### src/rtl/wrlm_pkg.sv
// Shared types, constants and the microcode program of the windowed RMS level meter.
// Used by every module of the block; depends on nothing else.
package wrlm_pkg;

  localparam int MAX_WINDOW = 4096;
  localparam int SAMPLE_W   = 16;
  localparam int PROD_W     = 2 * SAMPLE_W - 1;
  localparam int TALLY_W    = $clog2(MAX_WINDOW + 1);
  localparam int SUM_W      = PROD_W + TALLY_W - 1;
  localparam int GAIN_W     = 6;
  localparam int LEVEL_W    = 16;
  localparam int SCALED_W   = LEVEL_W + GAIN_W;
  localparam int RAD_W      = 2 * LEVEL_W;
  localparam int ROOT_W     = LEVEL_W;
  localparam int SREM_W     = ROOT_W + 1;
  localparam int CNT_W      = $clog2(SUM_W + 1);
  localparam int CFG_ADDR_W = 1;
  localparam int CFG_DATA_W = 16;
  localparam int STEP_W     = 4;

  localparam logic [LEVEL_W-1:0]    LEVEL_ONE     = 16'h8000;
  localparam logic [GAIN_W-1:0]     GAIN_RESET    = 6'd10;
  localparam logic [LEVEL_W-1:0]    FLOOR_RESET   = 16'd3277;
  localparam logic [CNT_W-1:0]      DIV_STEPS     = CNT_W'(SUM_W);
  localparam logic [CNT_W-1:0]      ROOT_STEPS    = CNT_W'(ROOT_W);

  // Configuration register indexes.
  localparam logic [CFG_ADDR_W-1:0] REG_GAIN  = 1'b0;
  localparam logic [CFG_ADDR_W-1:0] REG_FLOOR = 1'b1;

  // Step addresses used as jump targets.
  localparam logic [STEP_W-1:0] STEP_TAKE = 4'd0;
  localparam logic [STEP_W-1:0] STEP_DIV  = 4'd4;
  localparam logic [STEP_W-1:0] STEP_ROOT = 4'd6;
  localparam logic [STEP_W-1:0] STEP_WAIT = 4'd8;

  typedef enum logic [3:0] {
    OP_TAKE,
    OP_SQUARE,
    OP_ACCUM,
    OP_DIV_INIT,
    OP_DIV_STEP,
    OP_ROOT_INIT,
    OP_ROOT_STEP,
    OP_SCALE,
    OP_WAIT,
    OP_EMIT
  } op_t;

  typedef enum logic [2:0] {
    C_NEXT,
    C_ALWAYS,
    C_NO_INPUT,
    C_NOT_LAST,
    C_LOOP,
    C_OUT_BUSY
  } cond_t;

  typedef struct packed {
    op_t               op;
    cond_t             cond;
    logic [STEP_W-1:0] target;
    logic              load_cnt;
    logic [CNT_W-1:0]  count;
  } ctrl_word_t;

  typedef struct packed {
    logic in_valid;
    logic last;
    logic out_busy;
  } seq_status_t;

  function automatic ctrl_word_t cw(op_t op, cond_t cond, logic [STEP_W-1:0] target,
                                    logic load_cnt, logic [CNT_W-1:0] count);
    ctrl_word_t w;
    w.op       = op;
    w.cond     = cond;
    w.target   = target;
    w.load_cnt = load_cnt;
    w.count    = count;
    return w;
  endfunction

  // The program: one control word per step.
  function automatic ctrl_word_t microcode(logic [STEP_W-1:0] step);
    ctrl_word_t w;
    case (step)
      4'd0:    w = cw(OP_TAKE,      C_NO_INPUT, STEP_TAKE, 1'b0, '0);
      4'd1:    w = cw(OP_SQUARE,    C_NEXT,     STEP_TAKE, 1'b0, '0);
      4'd2:    w = cw(OP_ACCUM,     C_NOT_LAST, STEP_TAKE, 1'b0, '0);
      4'd3:    w = cw(OP_DIV_INIT,  C_NEXT,     STEP_TAKE, 1'b1, DIV_STEPS);
      4'd4:    w = cw(OP_DIV_STEP,  C_LOOP,     STEP_DIV,  1'b0, '0);
      4'd5:    w = cw(OP_ROOT_INIT, C_NEXT,     STEP_TAKE, 1'b1, ROOT_STEPS);
      4'd6:    w = cw(OP_ROOT_STEP, C_LOOP,     STEP_ROOT, 1'b0, '0);
      4'd7:    w = cw(OP_SCALE,     C_NEXT,     STEP_TAKE, 1'b0, '0);
      4'd8:    w = cw(OP_WAIT,      C_OUT_BUSY, STEP_WAIT, 1'b0, '0);
      4'd9:    w = cw(OP_EMIT,      C_ALWAYS,   STEP_TAKE, 1'b0, '0);
      default: w = cw(OP_WAIT,      C_ALWAYS,   STEP_TAKE, 1'b0, '0);
    endcase
    return w;
  endfunction

endpackage

### src/rtl/windowed_rms_level_meter.sv
// Top level of the windowed RMS level meter: sequencer plus datapath.
// Depends on wrlm_pkg, wrlm_seq and wrlm_dp.
//
// The meter takes signed 16-bit PCM samples, one word at a time, and sums
// their squares over a window that ends with the word marked by s_tlast. At
// the end of the window it emits one level in Q1.15 (32768 means 1.0):
// floor(sqrt(floor(sum / count))) times level_gain, clamped to at most 1.0
// and at least level_floor (a floor above 1.0 acts as 1.0). The sum, the
// count and the overflow flag are then cleared. A window longer than 4096
// samples keeps only its first 4096 samples and reports m_tuser = 1.
// A sample that does not end a window passes through the take, square and
// accumulate steps before the next one is accepted. A sample that ends a
// window then runs the restoring divider (one quotient bit per cycle over
// the 43-bit sum), the square root (one root bit per cycle), the gain
// multiply and the hand-over of the result. All steps come from a
// ten-word microcode program; a pending result that the sink has not taken
// holds the program before the next result is written, while earlier
// samples of the next window can still be accepted up to that point.
// Configuration: cfg_addr 0 is level_gain (bits 5:0), 1 is level_floor.
module windowed_rms_level_meter (
  input  logic                            clk,
  input  logic                            rst,
  input  logic                            cfg_we,
  input  logic [wrlm_pkg::CFG_ADDR_W-1:0] cfg_addr,
  input  logic [wrlm_pkg::CFG_DATA_W-1:0] cfg_wdata,
  input  logic                            s_tvalid,
  output logic                            s_tready,
  input  logic [wrlm_pkg::SAMPLE_W-1:0]   s_tdata,   // [15:0] sample
  input  logic                            s_tlast,   // last_sample
  output logic                            m_tvalid,
  input  logic                            m_tready,
  output logic [wrlm_pkg::LEVEL_W-1:0]    m_tdata,   // [15:0] level
  output logic                            m_tuser    // [0] window_overflow
);
  import wrlm_pkg::*;

  ctrl_word_t  ctrl;
  seq_status_t status;

  // The sequencer owns the step and loop counters; the datapath only decodes
  // the operation of the current step and reports back what the jumps need.
  wrlm_seq u_seq (
    .clk    (clk),
    .rst    (rst),
    .status (status),
    .ctrl   (ctrl)
  );

  wrlm_dp u_dp (
    .clk       (clk),
    .rst       (rst),
    .ctrl      (ctrl),
    .status    (status),
    .cfg_we    (cfg_we),
    .cfg_addr  (cfg_addr),
    .cfg_wdata (cfg_wdata),
    .s_tvalid  (s_tvalid),
    .s_tready  (s_tready),
    .s_tdata   (s_tdata),
    .s_tlast   (s_tlast),
    .m_tvalid  (m_tvalid),
    .m_tready  (m_tready),
    .m_tdata   (m_tdata),
    .m_tuser   (m_tuser)
  );

endmodule

### src/rtl/wrlm_seq.sv
// Microcode sequencer: step counter, loop counter and jump logic over the program ROM.
// Depends on wrlm_pkg for the control word layout and the program itself.
module wrlm_seq (
  input  logic                  clk,
  input  logic                  rst,
  input  wrlm_pkg::seq_status_t status,
  output wrlm_pkg::ctrl_word_t  ctrl
);
  import wrlm_pkg::*;

  logic [STEP_W-1:0] step;
  logic [STEP_W-1:0] step_next;
  logic [CNT_W-1:0]  cnt;
  logic [CNT_W-1:0]  cnt_next;
  logic              jump;

  assign ctrl = microcode(step);

  always_comb begin
    case (ctrl.cond)
      C_NEXT:     jump = 1'b0;
      C_ALWAYS:   jump = 1'b1;
      C_NO_INPUT: jump = !status.in_valid;
      C_NOT_LAST: jump = !status.last;
      C_LOOP:     jump = (cnt != CNT_W'(1));
      C_OUT_BUSY: jump = status.out_busy;
      default:    jump = 1'b1;
    endcase
    step_next = jump ? ctrl.target : step + STEP_W'(1);
    if (ctrl.load_cnt) begin
      cnt_next = ctrl.count;
    end else if (ctrl.cond == C_LOOP) begin
      cnt_next = cnt - CNT_W'(1);
    end else begin
      cnt_next = cnt;
    end
  end

  always_ff @(posedge clk) begin
    if (rst) begin
      step <= STEP_TAKE;
      cnt  <= '0;
    end else begin
      step <= step_next;
      cnt  <= cnt_next;
    end
  end

endmodule

### src/rtl/wrlm_dp.sv
// Datapath: accumulator, restoring divider, digit-by-digit square root, gain and clamp.
// Driven by control words from wrlm_seq; depends on wrlm_pkg.
module wrlm_dp (
  input  logic                              clk,
  input  logic                              rst,
  input  wrlm_pkg::ctrl_word_t              ctrl,
  output wrlm_pkg::seq_status_t             status,
  input  logic                              cfg_we,
  input  logic [wrlm_pkg::CFG_ADDR_W-1:0]   cfg_addr,
  input  logic [wrlm_pkg::CFG_DATA_W-1:0]   cfg_wdata,
  input  logic                              s_tvalid,
  output logic                              s_tready,
  input  logic [wrlm_pkg::SAMPLE_W-1:0]     s_tdata,
  input  logic                              s_tlast,
  output logic                              m_tvalid,
  input  logic                              m_tready,
  output logic [wrlm_pkg::LEVEL_W-1:0]      m_tdata,
  output logic                              m_tuser
);
  import wrlm_pkg::*;

  logic [GAIN_W-1:0]          gain;
  logic [LEVEL_W-1:0]         floor_cfg;
  logic signed [SAMPLE_W-1:0] sample_q;
  logic                       last_q;
  logic [PROD_W-1:0]          prod;
  logic [SUM_W-1:0]           square_sum;
  logic [TALLY_W-1:0]         sample_tally;
  logic                       overflow_seen;
  logic [SUM_W-1:0]           quo;
  logic [TALLY_W-1:0]         drem;
  logic [RAD_W-1:0]           rad;
  logic [ROOT_W-1:0]          root;
  logic [SREM_W-1:0]          srem;
  logic [SCALED_W-1:0]        scaled;

  logic signed [2*SAMPLE_W-1:0] sq_full;
  logic [TALLY_W:0]             div_shift;
  logic [TALLY_W:0]             div_diff;
  logic                         div_bit;
  logic [SREM_W+1:0]            root_shift;
  logic [SREM_W+1:0]            root_trial;
  logic [SREM_W+1:0]            root_diff;
  logic                         root_bit;
  logic [LEVEL_W-1:0]           floor_eff;
  logic [LEVEL_W-1:0]           level_next;
  logic                         take;

  assign s_tready = (ctrl.op == OP_TAKE);
  assign take     = s_tvalid && s_tready;

  assign status.in_valid = s_tvalid;
  assign status.last     = last_q;
  assign status.out_busy = m_tvalid && !m_tready;

  assign sq_full = sample_q * sample_q;

  // One quotient bit per step; the remainder never exceeds the window count.
  assign div_shift = {drem, quo[SUM_W-1]};
  assign div_diff  = div_shift - {1'b0, sample_tally};
  assign div_bit   = (div_shift >= {1'b0, sample_tally});

  // One root bit per step from two radicand bits.
  assign root_shift = {srem, rad[RAD_W-1 -: 2]};
  assign root_trial = {1'b0, root, 2'b01};
  assign root_diff  = root_shift - root_trial;
  assign root_bit   = (root_shift >= root_trial);

  always_comb begin
    floor_eff = (floor_cfg > LEVEL_ONE) ? LEVEL_ONE : floor_cfg;
    if (scaled > SCALED_W'(LEVEL_ONE)) begin
      level_next = LEVEL_ONE;
    end else if (scaled < SCALED_W'(floor_eff)) begin
      level_next = floor_eff;
    end else begin
      level_next = scaled[LEVEL_W-1:0];
    end
  end

  always_ff @(posedge clk) begin
    if (rst) begin
      gain      <= GAIN_RESET;
      floor_cfg <= FLOOR_RESET;
    end else if (cfg_we) begin
      case (cfg_addr)
        REG_GAIN:  gain      <= cfg_wdata[GAIN_W-1:0];
        REG_FLOOR: floor_cfg <= cfg_wdata[LEVEL_W-1:0];
        default:   gain      <= gain;
      endcase
    end
  end

  always_ff @(posedge clk) begin
    if (rst) begin
      square_sum    <= '0;
      sample_tally  <= '0;
      overflow_seen <= 1'b0;
      last_q        <= 1'b0;
      m_tvalid      <= 1'b0;
    end else begin
      if (m_tvalid && m_tready) begin
        m_tvalid <= 1'b0;
      end
      case (ctrl.op)
        OP_TAKE: begin
          if (take) begin
            sample_q <= s_tdata;
            last_q   <= s_tlast;
          end
        end
        OP_SQUARE: prod <= sq_full[PROD_W-1:0];
        OP_ACCUM: begin
          if (sample_tally >= TALLY_W'(MAX_WINDOW)) begin
            overflow_seen <= 1'b1;
          end else begin
            square_sum   <= square_sum + SUM_W'(prod);
            sample_tally <= sample_tally + TALLY_W'(1);
          end
        end
        OP_DIV_INIT: begin
          quo  <= square_sum;
          drem <= '0;
        end
        OP_DIV_STEP: begin
          quo  <= {quo[SUM_W-2:0], div_bit};
          drem <= div_bit ? div_diff[TALLY_W-1:0] : div_shift[TALLY_W-1:0];
        end
        OP_ROOT_INIT: begin
          // A zero count gives a zero mean.
          rad  <= (sample_tally == '0) ? '0 : quo[RAD_W-1:0];
          root <= '0;
          srem <= '0;
        end
        OP_ROOT_STEP: begin
          rad  <= {rad[RAD_W-3:0], 2'b00};
          root <= {root[ROOT_W-2:0], root_bit};
          srem <= root_bit ? root_diff[SREM_W-1:0] : root_shift[SREM_W-1:0];
        end
        OP_SCALE: scaled <= SCALED_W'(root) * SCALED_W'(gain);
        OP_EMIT: begin
          m_tdata       <= level_next;
          m_tuser       <= overflow_seen;
          m_tvalid      <= 1'b1;
          square_sum    <= '0;
          sample_tally  <= '0;
          overflow_seen <= 1'b0;
        end
        default: last_q <= last_q;
      endcase
    end
  end

endmodule

### config.mk
export PLATFORM = sky130hd
export DESIGN_NAME = windowed_rms_level_meter
export DESIGN_NICKNAME = d
export VERILOG_FILES = /design/src/rtl/wrlm_pkg.sv /design/src/rtl/windowed_rms_level_meter.sv /design/src/rtl/wrlm_seq.sv /design/src/rtl/wrlm_dp.sv
export SDC_FILE = /design/constraint.sdc
export NUM_CORES = 1
export LEC_CHECK = 0
export BUFFER_PORTS_ARGS = -buffer_cell sky130_fd_sc_hd__buf_2
export CORE_UTILIZATION = 40
export CTS_CLUSTER_SIZE = 25
export DETAILED_ROUTE_END_ITERATION = 6
export SLEW_MARGIN = 10
export SYNTH_ARGS = -nofsm -noshare
export SYNTH_HDL_FRONTEND = slang
export SYNTH_SLANG_ARGS = --single-unit
### constraint.sdc
create_clock -name clk -period 6.2 [get_ports clk]
set_input_delay 0 -clock clk [delete_from_list [all_inputs] [get_ports clk]]
set_output_delay 0 -clock clk [all_outputs]
set_load 0.005 [all_outputs]
==> results of run 1 <==
==> cell type report <==
cell class | instances | area (µm²) | area share, %
well taps | 864 | 1080 | 3.52
clock buffers | 60 | 1160 | 3.77
repair buffers | 192 | 1440 | 4.71
flip-flops and latches | 310 | 8270 | 26.9
multi-input cells | 1852 | 16800 | 54.8
inverters | 483 | 1810 | 5.91
clock inverters | 10 | 109 | 0.355
==> timing repair <==
| action | in CTS | in global routing |
|---|---|---|
| pin swaps | 2 | 51 |
| hold endpoints to repair | 40 | 0 |
| resized for setup | 7 | 80 |
| endpoints found under the setup margin | 6 | 9 |
| hold buffers | 38 | 0 |
| setup buffers | 2 | 20 |
| gates cloned | 0 | 0 |
==> path summary, 6_finish.rpt <==
| path | from | cells after the start | to |
|---|---|---|---|
| hold / removal | rst | 3 | u_seq.cnt[1] |
| hold reg to reg | u_seq.ctrl[4] | 2 | u_seq.cnt[4] |
| setup reg to reg | u_dp.sample_q[10] | 22 | u_dp.prod[29] |
| setup / recovery | u_dp.sample_q[10] | 22 | u_dp.prod[29] |
==> layout by cell type, fill, tap and decap left out, drive strengths merged, types with 65 or more instances in the layout <==
cell and n:
a21oi 128, xnor2 107, nand2 274, and2 65
fa 288, edfxtp 206, buf 154, dfxtp 104
ha 199, nor2 203, inv 488
==> power by group through the flow <==
stage,Combinational [mW],Sequential [mW],Clock [mW]
after floorplan,6.99,2.86,0
after detailed placement,9.27,2.90,0
after global routing,11.9,2.87,2.40
after global placement,9.00,2.90,0
after CTS,9.40,2.86,2.32
final,10.5,2.86,2.25
==> cell families (layout without fill, tap and decap cells) <==
logic type      count (synthesis)  in the layout  share of synthesized area (%)
simple gates                  754            754                           12.9
fa+ha+maj                     487            487                           30.7
xor+xnor                      138            138                           4.49
mux                            88             88                           3.54
buf+inv                       574            745                           8.12
compound gates                385            385                           9.56
flops                         310            310                           30.7
==> routing by layer <==
| metal | part of all wire [%] | global-route usage [%] |
|---|---|---|
| met5 | 0 | 0 |
| met2 | 49 | 29.2 |
| met4 | 2.2 | 4.89 |
| met1 | 46 | 21.6 |
| met3 | 3.3 | 1.96 |
==> critical path: cells and delay by family (launching register included) <==
kind	cells	cell delay [ps]
adder cells (fa/ha/maj)	7	3320
flip-flops	1	450
buffers and inverters	6	430
AND/OR/NAND/NOR	2	250
AO/OA/AOI/OAI	7	1330
==> per-stage QoR <==
step                instances  cell area, µm²  hold WS (ps)
floorplan                2736           26900          98.9
global placement         3642           28500           177
detailed placement       3642           28500           178
CTS                      3752           30200          35.2
global route             3771           30700          79.4
finish                   3771           30700          51.0
==> registers in the layout (all words and copies together), names as in the netlist, 13 cells and up <==
name / cells
u_dp.drem: 13
u_dp.floor_cfg: 16
u_dp.m_tdata: 16
u_dp.prod: 30
u_dp.quo: 43
u_dp.rad: 32
u_dp.root: 16
u_dp.sample_q: 16
u_dp.sample_tally: 13
u_dp.scaled: 22
u_dp.square_sum: 43
u_dp.srem: 17
u_seq.ctrl: 13
==> metrics.txt, run 1 <==
status finished clean; R2R setup slack 140 ps; die area 68400 µm²; clk sink count 310; clock buffer depth 3; count leader, synth inv_1; switching pwr 6.48 mW; total chip power 15.6 mW; Synth area leaders edfxtp_1 23%, fa_1 21%, ha_1 9.2%; Num CTS Buffers 38; Slew HR 21.8%; Vias 18832; Worst Max-Slew Pin Slew 1170 ps; setup TNS 0 ps; setup ws final 141 ps; critical path class reg -> reg; Reg power frac 18.3%; TritonCTS clock tree built; Synth Net Count 3262; min-delay worst type in -> reg; WP data required 6480 ps; final hold viol count 0; DRC Markers 0; die height 261 µm; CORE AREA 66200 µm²; Slew Viols, Final 0; fin util 46.3%; fin crit period 6060 ps; ys flop type edfxtp_1; logic gate share of total power 67.3%; 1st-pass router iterations 4; Die X 261 µm; crit end category flip-flop; first-pass GRT wire length 94200 µm; io pins 58; Post-synth ARST share 0%; synth cell count leaders 481 x inv_1, 288 x fa_1, 274 x nand2_1; worst clock skew 22.9 ps; max-capacitance violation count 0; FMAX 0.165 GHz; area share of the largest cell type after synthesis 23.0%; area delta synth->final 14.0%; CTS H-tree lvls 2; Clock Tree Root clkbuf_16; via/cell ratio 4.99; Worst Path Arrival 6340 ps; GRT Total Usage 16.7%; vias in the first global route 19561; post-synth cell types 77; initial antenna violation count 1; antenna-violating nets left 0; Avg WL per Cell 14.9 µm; syn_area_per_cell 9.84 µm²; Critical Path Fanout Max 4; startpoint types flip-flop; total gr overflow 0; layout cells sized above 1 12.7%; sw frac 41.5%; pwr/cell area 509 nW/µm²; layout filler cell count 6115; internal power 9.14 mW; GP Congestion 0.865; Final Cycle Share 97.7%; Initial DRC Count 1035; post-synthesis sequential area ratio 30.7%; Peak VDD IR 0.000618 V; Crit-path slowest cell fa_1; FF+latch count, synth 310; DP HPWL 43500 µm; largest net degree at the start of global routing 66; setup violators final 0; n_diodes 0; pre-CTS setup slack -187 ps; Max stage delay on crit path 550 ps; crit-path most repeated cell fa_1; initial cell density of the core 40.7%; cell area after synthesis 26900 µm²; standard-cell rows 94; Final nets 3403; clock slew at reported path FFs 60 ps; synth warn 0; Skew-Pair Late Insertion Delay 560 ps; crit path cell chain buf_6, and2_4, fa_1, inv_1, fa_1, fa_2, fa_1, inv_1, fa_1, inv_1, fa_1, inv_2, ha_4, inv_1, a2111oi_4, a21oi_2, a211o_1, a31oi_2, a21o_1, o31ai_4, nand3_1, o311ai_2; Post-synth EDFFs 206; Pleak 13.9 nW; # port buffers 57; top cell type by total area after synthesis edfxtp_1; post-synthesis cell count 2736; WL final 56200 µm; clock network power share 14.4%
(Power assumes the default switching activity.)
==> run 2, diff against run 1 <==
Settings changed: ABC_AREA set to 1.
==> metrics.txt, run 2 <==
status finished clean; min-delay worst type in -> reg; Synth Net Count 4109; setup TNS 0 ps; worst setup path end u_dp.prod[25]; clk sink count 310; Slew Viols, Final 0; WP data required 6500 ps; Regs by FF count u_dp.quo (43), u_dp.square_sum (43), u_dp.rad (32); # port buffers 57; GRT Total Usage 19.0%; path depth of the worst reg2reg path 22; initial antenna violation count 0; post-synthesis sequential area ratio 28.8%; ys flop type edfxtp_1; die area 72800 µm²; Clock Tree Root clkbuf_16; first-pass GRT wire length 114000 µm; GP Congestion 0.910; Avg WL per Cell 14.5 µm; number of cells on the critical path 22; initial cell density of the core 40.7%; simple-gate share of the synthesized area 20.1%; CTS H-tree lvls 2; Post-synth EDFFs 206; FMAX 0.169 GHz; Num CTS Buffers 37; layout cells sized above 1 5.59%; Worst Path Arrival 6230 ps; critical path class reg -> reg; DRC Markers 0; Largest delay share family, worst path adder cells; Adder-Cell Fraction of Synth Area 28.8%; max-capacitance violation count 0; synth cell count leaders 895 x nand2_1, 767 x inv_1, 288 x fa_1; clock buffer depth 3; top cell type by total area after synthesis edfxtp_1; io pins 58; most frequent cells in the layout 894 x nand2_1, 765 x inv_1, 288 x fa_1; Critical Path Fanout Max 22; Die X 270 µm; largest net degree at the start of global routing 75; Worst Max-Slew Pin Slew 1090 ps; WP buf/inv 8; cell area after synthesis 28700 µm²; Post-synth ARST share 0%; CORE AREA 70500 µm²; most common cell after layout, fill and taps aside nand2_1; main combinational cell family by area after synthesis adder cells; FF+latch count, synth 310; die height 270 µm; WL final 67300 µm; final hold viol count 0; Synth Area in XOR/XNOR 2.56%; post-synthesis mux area share 0%; area share of the largest cell type after synthesis 21.6%; fin crit period 5930 ps; setup violators final 0; Skew-Pair Late Insertion Delay 560 ps; Vias 22238; vias in the first global route 22668; Final Cycle Share 95.7%; Max stage delay on crit path 540 ps; DP Area 30100 µm²; startpoint types flip-flop; worst clock skew 20.9 ps; Final nets 4198; syn_area_per_cell 8.01 µm²; WHS 136 ps; 1st-pass router iterations 5; Crit-path slowest cell fa_1; total gr overflow 0; multi-input logic area 17200 µm²; count leader, synth nand2_1; FF+latch area 8270 µm²; DP HPWL 53600 µm; layout filler cell count 7107; R2R setup slack 270 ps; RR Startpoint u_dp.sample_q[15]; Synth area leaders edfxtp_1 22%, fa_1 20%, nand2_1 12%; n_diodes 0; crit-path most repeated cell fa_1; RSZ-0062 raised after global routing false; reg2reg end u_dp.prod[25]; post-synth cell types 51; crit path cell chain buf_12, inv_2, buf_4, nor2_1, fa_1, fa_1, inv_1, fa_1, inv_1, fa_1, fa_1, inv_1, fa_1, inv_1, ha_1, nand2_1, nor2_1, inv_1, nor3_2, nand3_1, nand3_1, xor2_1; TritonCTS clock tree built; crit path launch u_dp.sample_q[15]; synth warn 0; Synth Area in Compound Gates 8.36%; fin area 31800 µm²; antenna-violating nets left 0; Initial DRC Count 1126; via/cell ratio 4.79; standard-cell rows 97; fin util 45.0%; clock slew at reported path FFs 60 ps; Slew HR 26.9%; post-synthesis cell count 3583; area delta synth->final 10.7%; crit end category flip-flop
-- run 2: cell count changes in the layout (fill, tap and decap cells not counted), sizes merged, moves of 28 or more --
cell	previous run	this run
o21ai	58	161
a21oi	128	202
buf	154	96
mux2	58	0
nand3	46	150
a22o	42	0
inv	488	776
nor2	203	266
mux2i	30	0
and2	65	0
nand2	274	902
xor2	31	59
xnor2	107	25
-- run 2: area by class of cell --
type | instances | share of cell area, %
flip-flops and latches | 310 | 26.0
repair buffers | 140 | 3.33
clock inverters | 15 | 0.394
inverters | 774 | 9.15
clock buffers | 53 | 3.24
well taps | 940 | 3.70
multi-input cells | 2409 | 54.2
-- run 2: stage by stage --
stage | instances | worst slack, ps
2_1_floorplan | 3583 | 266
3_3_place_gp | 4523 | 106
3_5_place_dp | 4523 | 129
4_1_cts | 4634 | 103
5_1_grt | 4641 | 5.20
6_report | 4641 | 267
-- run 2: how the worst min path moves through the flow --
| stage | slack [ps] | depth (start not counted) | start | to |
|---|---|---|---|---|
| after global placement | 180 | 1 | s_tdata[10] | u_dp.sample_q[10] |
| final | 140 | 2 | rst | u_dp.square_sum[30] |
| after CTS | 110 | 2 | s_tdata[8] | u_dp.sample_q[8] |
| after detailed placement | 180 | 1 | s_tdata[12] | u_dp.sample_q[12] |
| after floorplan | 100 | 0 | s_tdata[0] | u_dp.sample_q[0] |
| after global routing | 120 | 2 | s_tdata[12] | u_dp.sample_q[12] |
-- run 2: repair_timing --
action	in CTS	in global routing
buffers inserted	0	7
endpoints found under the setup margin	0	10
endpoints found under the hold margin	40	0
hold buffers	43	0
resized for setup	0	6
-- run 2: logic make-up after synthesis --
kind of cell | count (synthesis)
buffers and inverters | 864
DFF | 310
AOI/OAI and AO/OA | 435
and+or+nand+nor | 1403
adders and majority gates | 487
xor gates and xnor gates | 84
-- run 2: routing by layer --
| metal | wire [µm] | GRT usage (%) | vias up |
|---|---|---|---|
| li1 | - | - | 11313 |
| met1 | 32000 | 25.7 | 10480 |
| met2 | 31700 | 32.4 | 350 |
| met3 | 2000 | 1.95 | 95 |
| met4 | 1600 | 5.13 | 0 |
| met5 | 0 | 0 | - |
Power of run 2 is left out: the tool's default activity adds up to more than one toggle a clock period on the data nets, which glitch-free logic cannot reach.
